### src/sv/avfa_pkg.sv
// Package with the types, constants and codes of the AVTP video frame assembler.
package avfa_pkg;

	localparam int unsigned CHANNEL_COUNT = 4;
	localparam int unsigned FILL_W = 22;
	localparam int unsigned IN_TDATA_W = 96;
	localparam int unsigned OUT_TDATA_W = 56;
	localparam int unsigned CFG_W = 3;

	localparam logic [15:0] STREAM_BASE = 16'h3350;
	localparam logic [11:0] HEADER_BYTES = 12'd54;
	localparam logic [4:0] NAL_TYPE_MASK = 5'h1F;
	localparam logic [4:0] NAL_TYPE_SPS = 5'h07;
	localparam logic [1:0] BUFFER_LAST = 2'd2;
	localparam logic [22:0] BUFFER_BYTES = 23'd2097152;

	typedef enum logic [2:0] {
		ST_STORED = 3'd0,
		ST_WAITING = 3'd1,
		ST_BAD_CHANNEL = 3'd2,
		ST_UNSELECTED = 3'd3,
		ST_TRUNCATED = 3'd4,
		ST_HALTED = 3'd5,
		ST_OVERFLOW = 3'd6
	} status_t;

	typedef struct packed {
		logic [3:0] pad;
		logic [7:0] nal_header;
		logic [7:0] lead_byte3;
		logic [7:0] lead_byte2;
		logic [7:0] lead_byte1;
		logic [7:0] lead_byte0;
		logic [7:0] seq_num;
		logic [15:0] payload_len;
		logic [15:0] stream_id;
		logic [11:0] packet_bytes;
	} in_item_t;

	typedef struct packed {
		logic pad;
		logic [FILL_W-1:0] write_offset;
		logic [1:0] write_buffer;
		logic [FILL_W-1:0] done_length;
		logic [1:0] done_buffer;
		logic frame_done;
		logic seq_error;
		logic [1:0] channel;
		logic [2:0] status;
	} out_item_t;

endpackage

### src/sv/avtp_video_frame_assembler.sv
// Top level of the AVTP video frame assembler, header path of an H.264 receiver.
// One packet header is taken per cycle while the result output is not stalled, and its
// result is registered through the input and result registers; the block sustains one
// transfer per cycle, set by the fill offset, sequence and buffer update between them. A
// truncated packet halts the block until reset, after which every packet reports
// the halted status. The channel select register may be written only while idle.
module avtp_video_frame_assembler (
	input  logic clk,
	input  logic arst_n,
	input  logic cfg_valid,
	output logic cfg_ready,
	input  logic [avfa_pkg::CFG_W-1:0] cfg_data,
	input  logic s_axis_tvalid,
	output logic s_axis_tready,
	// Fields from bit 0: packet_bytes, stream_id, payload_len, seq_num, lead_byte0,
	// lead_byte1, lead_byte2, lead_byte3, nal_header, zero fill.
	input  logic [avfa_pkg::IN_TDATA_W-1:0] s_axis_tdata,
	output logic m_axis_tvalid,
	input  logic m_axis_tready,
	// Fields from bit 0: status, channel, seq_error, frame_done, done_buffer,
	// done_length, write_buffer, write_offset, zero fill.
	output logic [avfa_pkg::OUT_TDATA_W-1:0] m_axis_tdata
);
	import avfa_pkg::*;

	logic [CFG_W-1:0] channel_select_q;
	logic halted_q;
	logic started_q;
	logic prev_seq_valid_q;
	logic [7:0] prev_seq_q;
	logic [FILL_W-1:0] fill_offset_q;
	logic [1:0] buffer_index_q;

	logic valid_s1;
	in_item_t item_s1;
	logic valid_s2;
	out_item_t result_s2;

	logic advance;
	out_item_t result;
	logic halt_set;
	logic commit;
	logic started_n;
	logic [1:0] buffer_n;
	logic [FILL_W-1:0] fill_n;

	logic [15:0] sid_diff;
	logic [14:0] chan_full;
	logic [16:0] need_bytes;
	logic seq_err;
	logic sps;
	logic release_au;
	logic [FILL_W-1:0] fill_a;
	logic [FILL_W-1:0] fill_b;
	logic [22:0] fill_sum;
	logic [1:0] buffer_next;

	assign cfg_ready = 1'b1;
	assign advance = !valid_s2 || m_axis_tready;
	assign s_axis_tready = !valid_s1 || advance;
	assign m_axis_tvalid = valid_s2;
	assign m_axis_tdata = result_s2;

	assign sid_diff = item_s1.stream_id - (STREAM_BASE + 16'd1);
	assign chan_full = sid_diff[15:1];
	assign need_bytes = {5'd0, HEADER_BYTES} + {1'b0, item_s1.payload_len};
	assign seq_err = prev_seq_valid_q && (item_s1.seq_num != prev_seq_q + 8'd1);
	assign sps = (item_s1.lead_byte0 == 8'd0) && (item_s1.lead_byte1 == 8'd0)
		&& (item_s1.lead_byte2 == 8'd0) && (item_s1.lead_byte3 == 8'd1)
		&& ((item_s1.nal_header[4:0] & NAL_TYPE_MASK) == NAL_TYPE_SPS);
	assign fill_a = seq_err ? '0 : fill_offset_q;
	assign release_au = sps && (fill_a != '0);
	assign fill_b = release_au ? '0 : fill_a;
	assign buffer_next = (buffer_index_q == BUFFER_LAST) ? 2'd0 : buffer_index_q + 2'd1;
	assign fill_sum = {1'b0, fill_b} + {7'd0, item_s1.payload_len};

	always_comb begin
		result = '0;
		halt_set = 1'b0;
		commit = 1'b0;
		started_n = started_q || sps;
		buffer_n = release_au ? buffer_next : buffer_index_q;
		fill_n = fill_b;
		if (halted_q) begin
			result.status = ST_HALTED;
		end else if (item_s1.packet_bytes < HEADER_BYTES) begin
			result.status = ST_TRUNCATED;
			halt_set = 1'b1;
		end else if (item_s1.stream_id < STREAM_BASE + 16'd1
				|| chan_full >= 15'(CHANNEL_COUNT)) begin
			result.status = ST_BAD_CHANNEL;
		end else begin
			result.channel = chan_full[1:0];
			if (!channel_select_q[CFG_W-1] && {12'd0, channel_select_q} != chan_full) begin
				result.status = ST_UNSELECTED;
			end else if ({5'd0, item_s1.packet_bytes} < need_bytes) begin
				result.status = ST_TRUNCATED;
				halt_set = 1'b1;
			end else begin
				commit = 1'b1;
				result.seq_error = seq_err;
				if (release_au) begin
					result.frame_done = 1'b1;
					result.done_buffer = buffer_index_q;
					result.done_length = fill_a;
				end
				if (!started_n) begin
					result.status = ST_WAITING;
				end else begin
					result.write_buffer = buffer_n;
					result.write_offset = fill_b;
					if (fill_sum > BUFFER_BYTES) begin
						result.status = ST_OVERFLOW;
					end else begin
						result.status = ST_STORED;
						fill_n = fill_sum[FILL_W-1:0];
					end
				end
			end
		end
	end

	always_ff @(posedge clk or negedge arst_n) begin
		if (!arst_n) begin
			channel_select_q <= '1;
			halted_q <= 1'b0;
			started_q <= 1'b0;
			prev_seq_valid_q <= 1'b0;
			prev_seq_q <= '0;
			fill_offset_q <= '0;
			buffer_index_q <= '0;
			valid_s1 <= 1'b0;
			valid_s2 <= 1'b0;
		end else begin
			if (cfg_valid && cfg_ready) begin
				channel_select_q <= cfg_data;
			end
			if (s_axis_tready) begin
				valid_s1 <= s_axis_tvalid;
			end
			if (advance) begin
				valid_s2 <= valid_s1;
			end
			if (valid_s1 && advance) begin
				if (halt_set) begin
					halted_q <= 1'b1;
				end
				if (commit) begin
					started_q <= started_n;
					prev_seq_valid_q <= 1'b1;
					prev_seq_q <= item_s1.seq_num;
					fill_offset_q <= fill_n;
					buffer_index_q <= buffer_n;
				end
			end
		end
	end

	always_ff @(posedge clk) begin
		if (s_axis_tready && s_axis_tvalid) begin
			item_s1 <= s_axis_tdata;
		end
		if (advance && valid_s1) begin
			result_s2 <= result;
		end
	end

endmodule

### config.mk
export PLATFORM = sky130hd
export DESIGN_NAME = avtp_video_frame_assembler
export DESIGN_NICKNAME = d
export VERILOG_FILES = /design/src/sv/avfa_pkg.sv /design/src/sv/avtp_video_frame_assembler.sv
export SDC_FILE = /design/constraint.sdc
export NUM_CORES = 1
export LEC_CHECK = 0
export ABC_AREA = 0
export BUFFER_PORTS_ARGS = -buffer_cell sky130_fd_sc_hd__buf_2
export CORE_MARGIN = 4
export CORE_UTILIZATION = 55
export DETAILED_ROUTE_END_ITERATION = 10
export PLACE_DENSITY = 0.8
export SETUP_SLACK_MARGIN = 0.5
export SLEW_MARGIN = 40
export SYNTH_ARGS = -nofsm -noshare
export SYNTH_HDL_FRONTEND = slang
export SYNTH_SLANG_ARGS = --single-unit
export TNS_END_PERCENT = 50
### constraint.sdc
create_clock -name clk -period 14 [get_ports clk]
set_clock_uncertainty 0.05 [all_clocks]
set_input_delay 0 -clock clk [delete_from_list [all_inputs] [get_ports clk]]
set_output_delay 0 -clock clk [all_outputs]
set_load 0.05 [all_outputs]
---- Word level (Yosys, flattened, before mapping) ----
Cells that the tools add are included.
word-level totals
  flip-flop bits (word level) ............. 184
  input bits .............................. 104
  output and inout port bits .............. 59
  word-level logic and storage cells ...... 99
operators by class
  equal/unequal tests ..................... 5
  magnitude comparators ................... 5
  bitwise logic cells ..................... 2
  reduce and logical (&&, ||, !) cells .... 27
  add/subtract/negate cells ............... 5
  mux-type cells .......................... 28
operators by type and width
  kind                                                                                   number
  22-bit two-way mux                                                                     9
  8-bit logical NOT                                                                      3
  22-bit by 16-bit adder with 23-bit output                                              1
  23-bit by 22-bit greater-than comparator with 1-bit output (second input constant)     1
  22-bit nonzero test                                                                    1
  6-bit by 16-bit adder with 17-bit output (first input constant)                        1
  12-bit by 17-bit less-than comparator with 1-bit output                                1
  16-bit by 14-bit less-than comparator with 1-bit output (second input constant)        1
  16-bit by 14-bit subtractor with 16-bit output (second input constant)                 1
  15-bit by 3-bit greater-or-equal comparator with 1-bit output (second input constant)  1
  3-bit two-way mux                                                                      5
  3-bit by 15-bit != test with 1-bit output                                              1
  12-bit by 6-bit less-than comparator with 1-bit output (second input constant)         1
  1-bit two-way mux                                                                      12
  6-bit OR reduction                                                                     2
  1-bit logical AND                                                                      9
  8-bit by 1-bit adder with 8-bit output (second input constant)                         1
  8-bit by 1-bit equality test with 1-bit output (second input constant)                 1
  8-bit != test                                                                          1
  5-bit by 3-bit equality test with 1-bit output (second input constant)                 1
  5-bit OR reduction                                                                     1
  1-bit logical OR                                                                       4
  2-bit two-way mux                                                                      2
  2-bit AND reduction                                                                    2
  6 further kinds                                                                        9

---- Logic depth before layout (Yosys ltp) ----
Gate-level depths: netlist of the first run.
  depth in word-level cells ............... 16
  depth in mapped cells ................... 25
  gate-level depth less buffers ........... 21

---- Worst setup path after synthesis of the first run ----
OpenSTA, ideal clock, no wires.
  kind .................................... flip-flop to flip-flop
  start point ............................. register prev_seq_q[0]
  end point ............................... register fill_offset_q[6]
  stages on the path, launching flop included .. 26
  library setup time ...................... 134 ps
  required time ........................... 13816 ps
  path buffers ............................ 4
  clock period less this slack ............ 5357 ps
  setup slack ............................. 8643 ps
  arrival ................................. 5173 ps
  path through ............................ dfrtp_1 -> ha_1 -> nand2b_1 -> o211ai_1 -> a31oi_1 -> o31ai_2 -> nand2_1 -> nor2_1 -> clkbuf_1 -> clkbuf_1 -> and2_1 -> ha_1 -> inv_1 -> fa_1 -> nand2b_1 -> a21o_1 -> a211oi_2 -> a21oi_1 -> or2_1 -> buf_2 -> nor4_1 -> o2111ai_1 -> o21ai_4 -> nand4_4 -> buf_6 -> mux2i_1
on the way
  longest elaborated chain between the ends .. 16
RTL lines
  what                                                        line                               text
  start, declared                                             avtp_video_frame_assembler.sv:30   logic [7:0] prev_seq_q;
  start signal, assigned                                      avtp_video_frame_assembler.sv:151  prev_seq_q <= item_s1.seq_num;
  8-bit by 1-bit adder with 8-bit output *                    avtp_video_frame_assembler.sv:67   assign seq_err = prev_seq_valid_q && (item_s1.seq_num != prev_seq_q + 8'd1);
  8-bit != test *                                             avtp_video_frame_assembler.sv:67
  1-bit logical AND *                                         avtp_video_frame_assembler.sv:67
  22-bit two-way mux *                                        avtp_video_frame_assembler.sv:71   assign fill_a = seq_err ? '0 : fill_offset_q;
  22-bit nonzero test                                         avtp_video_frame_assembler.sv:72   assign release_au = sps && (fill_a != '0);
  1-bit logical AND                                           avtp_video_frame_assembler.sv:72
  22-bit two-way mux *                                        avtp_video_frame_assembler.sv:73   assign fill_b = release_au ? '0 : fill_a;
  via fill_b[0]                                               avtp_video_frame_assembler.sv:54   logic [FILL_W-1:0] fill_b;
  22-bit by 16-bit adder with 23-bit output *                 avtp_video_frame_assembler.sv:75   assign fill_sum = {1'b0, fill_b} + {7'd0, item_s1.payload_len};
  23-bit by 22-bit greater-than comparator with 1-bit output  avtp_video_frame_assembler.sv:112  if (fill_sum > BUFFER_BYTES) begin
  22-bit two-way mux *                                        avtp_video_frame_assembler.sv:112
  22-bit two-way mux *                                        avtp_video_frame_assembler.sv:107  if (!started_n) begin
  22-bit two-way mux *                                        avtp_video_frame_assembler.sv:96   end else if ({5'd0, item_s1.packet_bytes} < need_bytes) begin
  22-bit two-way mux *                                        avtp_video_frame_assembler.sv:94   if (!channel_select_q[CFG_W-1] && {12'd0, channel_select_q} != chan_full) begin
  22-bit two-way mux *                                        avtp_video_frame_assembler.sv:89   end else if (item_s1.stream_id < STREAM_BASE + 16'd1
  22-bit two-way mux *                                        avtp_video_frame_assembler.sv:86   end else if (item_s1.packet_bytes < HEADER_BYTES) begin
  22-bit two-way mux *                                        avtp_video_frame_assembler.sv:84   if (halted_q) begin
  end signal, assigned                                        avtp_video_frame_assembler.sv:152  fill_offset_q <= fill_n;
  end, declared                                               avtp_video_frame_assembler.sv:31   logic [FILL_W-1:0] fill_offset_q;
Mark *: on every way through the listed nets, which the timed path passes. The rest lies on a longest branch.
A chain may end at the register's enable or synchronous reset.

---- Final worst setup path of the first run ----
  start point ............................. register item_s1[78] in the netlist's numbering
  end point ............................... register fill_offset_q[5]
on the way
  longest elaborated chain between the ends .. 14
  elaborated cells between the ends (all ways) .. 15
  those cells by class .................... add/sub: 1; order compare: 1; eq/ne: 1; mux: 8; reduce/logical: 4
RTL lines
  what                                                        line                               text
  start, declared                                             avtp_video_frame_assembler.sv:35   in_item_t item_s1;
  start signal, assigned                                      avtp_video_frame_assembler.sv:161  item_s1 <= s_axis_tdata;
  8-bit by 1-bit equality test with 1-bit output              avtp_video_frame_assembler.sv:69   && (item_s1.lead_byte2 == 8'd0) && (item_s1.lead_byte3 == 8'd1)
  1-bit logical AND                                           avtp_video_frame_assembler.sv:69
  1-bit logical AND                                           avtp_video_frame_assembler.sv:70   && ((item_s1.nal_header[4:0] & NAL_TYPE_MASK) == NAL_TYPE_SPS);
  1-bit logical AND                                           avtp_video_frame_assembler.sv:72
  22-bit two-way mux                                          avtp_video_frame_assembler.sv:73
  via fill_b[10]                                              avtp_video_frame_assembler.sv:54
  22-bit by 16-bit adder with 23-bit output                   avtp_video_frame_assembler.sv:75
  23-bit by 22-bit greater-than comparator with 1-bit output  avtp_video_frame_assembler.sv:112
  22-bit two-way mux                                          avtp_video_frame_assembler.sv:112
  22-bit two-way mux                                          avtp_video_frame_assembler.sv:107
  22-bit two-way mux                                          avtp_video_frame_assembler.sv:96
  22-bit two-way mux                                          avtp_video_frame_assembler.sv:94
  22-bit two-way mux                                          avtp_video_frame_assembler.sv:89
  22-bit two-way mux                                          avtp_video_frame_assembler.sv:86
  22-bit two-way mux                                          avtp_video_frame_assembler.sv:84
The timed path passes the listed nets, and every way through them passes these cells.

==> impl_summary.txt, run 1 <==
----------------------------------------------------
[STA]
  Max-Slew Margin vs Limit ... 48.3%
  Final setup TNS ... 0 ns
  Unrepaired setup endpoints after global routing ... false
  Peak clock frequency supported by timing ... 162 MHz
  Final setup viols ... 0
  Number of slew-limit violations in the final report ... 0
  Final Hold Viols ... 0
  Period minus WS final ... 6.16 ns
  Final worst path period share ... 44.0%
  Slew of the pin with the lowest slew margin ... 0.776 ns

[Critical path]
  Worst R2R Setup Slack ... 7.84 ns
  Most repeated library cell on the critical path ... sky130_fd_sc_hd__nor2_1
  Arrival time worst endpoint ... 6.42 ns
  Crit-path slowest cell ... sky130_fd_sc_hd__nor4_2
  Required time of the critical path ... 14.26 ns
  Endpoint of the lowest-slack register-to-register path ... fill_offset_q[5]$_DFFE_PN0P_
  Endpoint of the worst setup timing path ... fill_offset_q[5]$_DFFE_PN0P_
  Reg2reg path depth ... 18
  Type of element launching the critical path ... flip-flop
  CP Cell Sequence ... nor4b_1 -> nand4_1 -> nor4_2 -> inv_1 -> nor2_1 -> nor2_1 -> buf_4 -> and2_1 -> ha_1 -> a21oi_1 -> o211ai_1 -> o31ai_1 -> a2bb2oi_1 -> or4_1 -> a2111o_1 -> o21ai_4 -> nand4_4 -> mux2_2
  Worst setup path category ... reg -> reg
  Reg2reg start ... item_s1[78]$_DFFE_PP_
  First element of the critical path ... item_s1[78]$_DFFE_PP_
  Delay of the slowest cell on the worst path ... 0.56 ns
  CP max FO ... 40
  Crit path capture type ... flip-flop

[Route]
  Drt via density ... 5.52
  TritonRoute pass-1 iters ... 5
  Residual DRC ... 0
  Post-DR wirelength/cell ... 16.7 µm
  Antenna-violating nets left ... 0
  Count of routing violations after the opening detailed-route iteration ... 438
  Wirelength, routed ... 20.4 mm
  Via count ... 6714

[CTS]
  Clock transition at the registers of the reported paths ... 0.07 ns
  PostCTS Resize Cnt ... 0
  Number of H-tree levels ... 4
  Number of buffers inserted to repair setup after CTS ... 0
  Clock net sink count ... 184
  CTS tree ... yes
  TritonCTS Buffers ... 17
  Clk Latency, worst-skew pair ... 0.43 ns
  CTS Buffer Depth ... 2
  Root Buffer ... sky130_fd_sc_hd__clkbuf_16

[Yosys]
  Post-Syn Area ... 0.00902 mm²
  Multiplexer area fraction after synthesis ... 2.89%
  Part of the Yosys area used for sequential elements ... 59.1%
  Top_reg_cell synth ... sky130_fd_sc_hd__edfxtp_1
  Synth Warn # ... 0
  Post-synthesis xor/xnor area fraction ... 3.50%
  Cell variety after synth ... 77
  Area fraction in and, or, nand and nor cells after synthesis ... 17.9%
  Area fraction in compound gates after synthesis ... 9.92%
  Register bit total from synthesis ... 184
  Nets in the synthesized netlist ... 874
  Number of instances in the synthesized netlist ... 739
  Dominant combinational cell family by area after synthesis ... simple AND/OR/NAND/NOR gates
  Proportion of synthesized flip-flops having asynchronous set or reset ... 21.7%
  Adder-cell area share of the yosys netlist ... 4.38%
  Number of synthesized flops with an enable pin ... 144
  Syn_area_per_cell ... 12.2 µm²

[Placement]
  Final weighted congestion in routability-driven placement ... 0.875
  Detail Placement HPWL ... 12.6 mm
  # port buffers ... 153
  Placed Area ... 0.00999 mm²

[Finish]
  Nets ... 1123
  Synthesis-to-layout area growth ... 28.3%
  Layout filler cell count ... 1079
  Final Instance Area ... 0.0116 mm²
  Fraction of layout instances using a drive strength above 1 ... 22.5%
  Ant. Diodes ... 0

[Global routing]
  Number of antenna violations at the first check in global routing ... 0
  Via count of the first global-routing pass ... 6513
  Met1 Usage GRT ... 30.7%
  Maximum number of pins on one net before global-route repair ... 90
  GRT Residual Overflow ... 0
  Global-route track usage on met3 ... 4.92%
  Met2 usage in global routing ... 36.4%
  Routing layer with the top usage in global route ... met2
  Global Route Usage Sum ... 22.6%
  Global-route wire length before repair ... 32.8 mm

[Power and ir drop]
  Leakage power of the design ... 4.96 nW
  Power per cell area ... 109 mW/mm²
  Largest voltage drop on the vdd net ... 0.0815 mV

[Floorplanning]
  Std cell rows ... 46
  Horizontal die dimension ... 136 µm
  Die extent in y ... 136 µm
  Floorplan Core Area ... 0.0160 mm²
  Area enclosed by the die boundary ... 0.0185 mm²
  Number of top-level pins ... 163
  Starting density of the core ... 56.4%

[Outcome]
  Run status ... complete, no violations

[Worst hold path]
  Type of the most critical hold path ... in -> async

[Flow run]
  Max Cap Violations ... 0

----------------------------------------------------
registers in the layout, summed over array words and instances (netlist names):
name              cells
m_axis_tdata         55
started_q             1
prev_seq_valid_q      1
fill_offset_q        22
channel_select_q      3
valid_s1              1
buffer_index_q        2
m_axis_tvalid         1
prev_seq_q            8
item_s1              89
halted_q              1
synthesized netlist by cell type (16+ instances only):
library cell               instances  area (µm²)
sky130_fd_sc_hd__dfrtp_1          37         926
sky130_fd_sc_hd__clkbuf_1         17        63.8
sky130_fd_sc_hd__inv_1            19        71.3
sky130_fd_sc_hd__nand2_1          73         274
sky130_fd_sc_hd__ha_1             30         375
sky130_fd_sc_hd__nand3_1          19        95.1
sky130_fd_sc_hd__and3_1           26         163
sky130_fd_sc_hd__nor2_1           32         120
sky130_fd_sc_hd__and2_1           43         269
sky130_fd_sc_hd__a21oi_1          23         115
sky130_fd_sc_hd__nor4_1           20         125
sky130_fd_sc_hd__edfxtp_1        144        4320
sky130_fd_sc_hd__nor3_1           16        80.1
sky130_fd_sc_hd__xor2_1           16         140
sky130_fd_sc_hd__xnor2_1          20         175
sky130_fd_sc_hd__mux2i_1          17         170
repair_timing:
action | 4_1_cts | 5_1_grt
endpoints found under the setup margin | 0 | 0
hold buffers | 99 | 0
hold endpoints to repair | 134 | 0
area by class of cell:
| cell class | count | area, µm² | area share, % |
|---|---|---|---|
| Clock buffer | 18 | 429 | 3.71 |
| Multi-Input combinational cell | 509 | 3510 | 30.4 |
| Sequential cell | 184 | 5330 | 46.0 |
| Timing Repair Buffer | 257 | 1800 | 15.6 |
| Inverter | 19 | 73.8 | 0.638 |
| Clock inverter | 14 | 160 | 1.38 |
| Tap cell | 216 | 270 | 2.33 |
kinds of logic (layout without fill, tap and decap cells):
group	Yosys count	count (layout)
flops	184	184
fa+ha+maj	31	31
compound gates	120	120
mux	25	25
buf+inv	46	308
simple gates	295	295
other cells	2	2
xor+xnor	36	36
metal layers:
metal	part of all wire, %	up-vias	wire length (µm)
li1	-	3280	-
met4	1.8	0	375
met5	0	-	0
met1	44	3126	9000
met3	6.7	34	1370
met2	47	274	9620
report_power, final:
group | switching (W) | internal, W
clock network | 0.000213 | 0.000268
registers | 0.0000134 | 0.000623
logic | 0.0000860 | 0.0000551
cells in the final DEF (no fill, tap or decap), types with 23 or more instances in the layout:
cell type,count
sky130_fd_sc_hd__a21oi_1,23
sky130_fd_sc_hd__nand2_1,73
sky130_fd_sc_hd__dfrtp_1,37
sky130_fd_sc_hd__dlygate4sd3_1,99
sky130_fd_sc_hd__and3_1,26
sky130_fd_sc_hd__edfxtp_1,144
sky130_fd_sc_hd__buf_2,152
sky130_fd_sc_hd__ha_1,30
sky130_fd_sc_hd__nor2_1,32
sky130_fd_sc_hd__and2_1,42
worst min-delay path by stage:
stage | startpoint | endpoint | slack (ns) | cells after the start
2_1_floorplan | arst_n | buffer_index_q[0]$_DFFE_PN0P_ | -0.35 | 0
3_3_place_gp | s_axis_tdata[13] | item_s1[13]$_DFFE_PP_ | 0.13 | 1
3_5_place_dp | arst_n | fill_offset_q[0]$_DFFE_PN0P_ | -0.03 | 1
4_1_cts | arst_n | fill_offset_q[0]$_DFFE_PN0P_ | 0.06 | 2
5_1_grt | arst_n | fill_offset_q[8]$_DFFE_PN0P_ | 0.08 | 2
6_report | arst_n | fill_offset_q[0]$_DFFE_PN0P_ | 0.04 | 2
metrics by stage:
stage | total power [W] | setup WS, ns | instances | util [%] | hold slack (ns)
finish | 0.00126 | 7.84 | 1217 | 72.3 | 0.0404
global placement | 0.000760 | 8.13 | 1086 | 62.4 | 0.127
floorplan | 0.000727 | 8.64 | 739 | - | -0.346
detailed placement | 0.000763 | 7.97 | 1086 | 62.4 | -0.0270
global route | 0.00131 | 7.42 | 1217 | 72.3 | 0.0849
CTS | 0.00126 | 7.94 | 1217 | 72.3 | 0.0561
worst max-delay path: cells and delay by family (launching register included):
kind	cells	cell delay, ns
flops	1	0.38
fa+ha+maj	1	0.39
compound gates	6	1.84
simple gates	8	2.55
mux	1	0.40
buf+inv	2	0.42
No activity file was read; power rests on OpenSTA's default activity.
==> run 2: changes to the inputs <==
- ABC_AREA: 0 -> 1
- clock period: 14 -> 5.9 ns (I/O delays scaled with it)
==> run 2 against run 1 <==
  * Die area increased by 2.0%
  * Routed wire length increased by 12%
  * Worst hold slack improved by 0.00093 ns
  * Maximum frequency increased by 21%
  * Area after synthesis increased by 2.1%
  * Synthesized cell count increased by 28%
  * First-iteration DRC count increased by 61%
  * Highest routed layer unchanged
==> impl_summary.txt, run 2 <==
----------------------------------------------------
[CTS]
  Number of H-tree levels ... 4 (unchanged)
  CTS tree ... yes
  Clock net sink count ... 184 (unchanged)
  Root Buffer ... sky130_fd_sc_hd__clkbuf_16
  Clock transition at the registers of the reported paths ... 0.07 ns (about the same)
  TritonCTS Buffers ... 17 (unchanged)
  CTS Buffer Depth ... 2 (unchanged)
  Clk Latency, worst-skew pair ... 0.44 ns (about the same)

[Yosys]
  Nets in the synthesized netlist ... 1079 (+23%)
  Most numerous cell types in the synthesized netlist ... sky130_fd_sc_hd__nand2_1, sky130_fd_sc_hd__edfxtp_1, sky130_fd_sc_hd__nor2_1
  Post-Syn Area ... 0.00921 mm² (+2.1%)
  Top_reg_cell synth ... sky130_fd_sc_hd__edfxtp_1
  Number of instances in the synthesized netlist ... 944 (+28%)
  Cell variety after synth ... 52 (-32%)
  Proportion of synthesized flip-flops having asynchronous set or reset ... 21.7% (unchanged)
  Top cell type's share of synthesized area ... 46.9% (-1.0 points)
  Synth Warn # ... 0 (unchanged)
  Dominant cells by area after synthesis ... sky130_fd_sc_hd__edfxtp_1, sky130_fd_sc_hd__dfrtp_1, sky130_fd_sc_hd__nand2_1
  Most common cell in the synthesized netlist ... sky130_fd_sc_hd__nand2_1
  Register bit total from synthesis ... 184 (unchanged)
  Syn_area_per_cell ... 9.76 µm² (-20%)
  Most area-hungry cell type in the Yosys netlist ... sky130_fd_sc_hd__edfxtp_1
  Number of synthesized flops with an enable pin ... 144 (unchanged)
  Part of the Yosys area used for sequential elements ... 57.9% (-1.2 points)

[Finish]
  Most frequent standard cell in the layout excluding fill and tap cells ... sky130_fd_sc_hd__nand2_1
  Most flops, register ... item_s1
  Synthesis-to-layout area growth ... 31.5%
  Cell Count, Final, Fillers Out ... 1451 (+19%)
  Final Instance Area ... 0.0121 mm² (+4.7%)
  Most used cells in the layout excluding fill and tap cells ... sky130_fd_sc_hd__nand2_1, sky130_fd_sc_hd__buf_2, sky130_fd_sc_hd__edfxtp_1
  Ant. Diodes ... 0 (unchanged)
  Fraction of layout instances using a drive strength above 1 ... 23.5% (+1.0 points)
  Max reg flops ... 89 (unchanged)
  Nets ... 1353 (+20%)

[Placement]
  Final weighted congestion in routability-driven placement ... 0.943 (+7.7%)
  # port buffers ... 153 (unchanged)
  Post-placement cell count ... 1310 (+21%)
  Placed Area ... 0.0102 mm² (+2.4%)
  Detail Placement HPWL ... 13.9 mm (+10%)

[Critical path]
  Reg2reg start ... prev_seq_q[0]$_DFFE_PN0P_
  Crit path capture type ... flip-flop
  Most repeated library cell on the critical path ... sky130_fd_sc_hd__nand2_1
  Worst setup path category ... reg -> reg
  Required time of the critical path ... 6.22 ns (-8.04 ns)
  CP max FO ... 11 (-73%)
  First element of the critical path ... prev_seq_q[0]$_DFFE_PN0P_
  Delay of the slowest cell on the worst path ... 0.45 ns (-0.11 ns)
  Arrival time worst endpoint ... 5.43 ns (-0.99 ns)
  Type of element launching the critical path ... flip-flop
  Crit-path slowest cell ... sky130_fd_sc_hd__dfrtp_2

[Floorplanning]
  Horizontal die dimension ... 137 µm (+1.0%)
  Number of top-level pins ... 163 (unchanged)
  Starting density of the core ... 55.7% (-0.63 points)
  Floorplan Core Area ... 0.0165 mm² (+3.3%)
  Area enclosed by the die boundary ... 0.0189 mm² (+2.0%)
  Std cell rows ... 47 (+2.2%)
  Die extent in y ... 137 µm (+1.0%)

[Route]
  Residual DRC ... 0 (unchanged)
  Drt via density ... 5.30 (-3.9%)
  Via count ... 7696 (+15%)
  Wirelength, routed ... 22.8 mm (+12%)
  Antenna-violating nets left ... 0 (unchanged)
  Count of routing violations after the opening detailed-route iteration ... 707 (+61%)
  Post-DR wirelength/cell ... 15.7 µm (-6.2%)
  TritonRoute pass-1 iters ... 8 (+3)

[STA]
  Peak clock frequency supported by timing ... 196 MHz (+21%)
  Number of slew-limit violations in the final report ... 0 (unchanged)
  Period minus WS final ... 5.11 ns (-1.05 ns)
  Slew of the pin with the lowest slew margin ... 0.829 ns (+0.0530 ns)
  Hold Slack ... 0.0413 ns (+0.000932 ns)
  Final worst path period share ... 86.6% (+43 points)
  Final setup TNS ... 0 ns (unchanged)
  Final setup viols ... 0 (unchanged)
  Unrepaired setup endpoints after global routing ... false
  Max-Slew Margin vs Limit ... 44.7% (-3.5 points)
  Final Hold Viols ... 0 (unchanged)

[Outcome]
  Run status ... complete, no violations

[Global routing]
  Via count of the first global-routing pass ... 7303 (+12%)
  GRT Residual Overflow ... 0 (unchanged)
  Number of antenna violations at the first check in global routing ... 0 (unchanged)
  Maximum number of pins on one net before global-route repair ... 63 (-30%)
  Global Route Usage Sum ... 23.9% (+1.3 points)
  Global-route wire length before repair ... 35.1 mm (+7.1%)

[Power and ir drop]
  Overall Power ... 0.00318 W (+150%)
  Largest voltage drop on the vdd net ... 0.210 mV (+160%)
  Power per cell area ... 262 mW/mm² (+140%)
  Leakage power of the design ... 5.30 nW (+6.8%)

[Flow run]
  Max Cap Violations ... 0 (unchanged)

[Worst hold path]
  Type of the most critical hold path ... in -> async

----------------------------------------------------
## run 2: changes by cell type after synthesis, moves of 10 or more
| cell | delta |
|---|---|
| sky130_fd_sc_hd__o21ai_1 | +10 |
| sky130_fd_sc_hd__and2_1 | -43 |
| sky130_fd_sc_hd__mux2i_1 | -17 |
| sky130_fd_sc_hd__inv_1 | +73 |
| sky130_fd_sc_hd__nor2_1 | +80 |
| sky130_fd_sc_hd__and3_1 | -25 |
| sky130_fd_sc_hd__clkbuf_1 | -14 |
| sky130_fd_sc_hd__nand2b_1 | -13 |
| sky130_fd_sc_hd__nand2_1 | +152 |
| sky130_fd_sc_hd__nand3_1 | +37 |
## run 2: final cells by class
class	instances	area, µm²
Tap cell	220	275
Fill cell	1110	4410
Clock buffer	17	425
Timing Repair Buffer	270	1890
Clock inverter	15	175
Inverter	99	380
Multi-Input combinational cell	646	3640
Sequential cell	184	5330
## run 2: path summary, 6_finish.rpt
check / to / slack [ns] / cells past startpoint
worst min register to register: prev_seq_q[1]$_DFFE_PN0P_ / 0.45 / 2
min in group clk: item_s1[47]$_DFFE_PP_ / 0.21 / 2
max in group asynchronous: prev_seq_q[0]$_DFFE_PN0P_ / 5.35 / 2
worst max-delay path: fill_offset_q[20]$_DFFE_PN0P_ / 0.79 / 39
worst max register to register: fill_offset_q[20]$_DFFE_PN0P_ / 0.79 / 39
worst min-delay path: prev_seq_q[4]$_DFFE_PN0P_ / 0.04 / 2
## run 2: what timing repair did
item | in CTS | in global routing
hold endpoints to repair | 134 | 0
setup endpoints to repair | 24 | 24
gates cloned | 1 | 2
hold buffers | 98 | 0
gates resized for setup | 9 | 51
buffers inserted | 0 | 8
pin swaps | 1 | 12
## run 2: power by group
part	switching (W)	internal, W	leakage [nW]
Clock	0.000555	0.000608	0.289
Sequential	0.0000409	0.00151	1.91
Combinational	0.000310	0.000150	3.10
## run 2: routing by layer
metal | track usage, % | wire, µm
met5 | 0 | 0
met4 | 7.04 | 606
met2 | 39.9 | 10900
met3 | 5.19 | 2010
met1 | 31.5 | 9260
## run 2: cells by family (layout without fill, tap and decap cells)
logic type / count (synthesis) / after routing / share of synthesized area (%)
multiplexers: 2 / 2 / 0.244
adder cells (fa/ha/maj): 31 / 31 / 4.29
AND/OR/NAND/NOR: 482 / 485 / 23.1
XOR/XNOR: 38 / 38 / 3.69
buffers and inverters: 117 / 401 / 5.24
other: 2 / 2 / 0.0815
AO/OA/AOI/OAI: 88 / 88 / 5.47
flip-flops: 184 / 184 / 57.9
## run 2: worst max-delay path: cells and delay by family, from the launching register on
family | cells | cell delay [ns]
AND/OR/NAND/NOR | 28 | 2.87
AO/OA/AOI/OAI | 3 | 0.58
adder cells (fa/ha/maj) | 2 | 0.52
flip-flops | 1 | 0.45
XOR/XNOR | 1 | 0.17
buffers and inverters | 5 | 0.35
## run 2: metrics by stage
| step | utilization (%) | setup slack (ns) |
|---|---|---|
| floorplan | - | 0.976 |
| global placement | 61.9 | 0.339 |
| detailed placement | 61.9 | 0.214 |
| CTS | 71.7 | 0.523 |
| global route | 73.3 | 0.433 |
| finish | 73.3 | 0.792 |
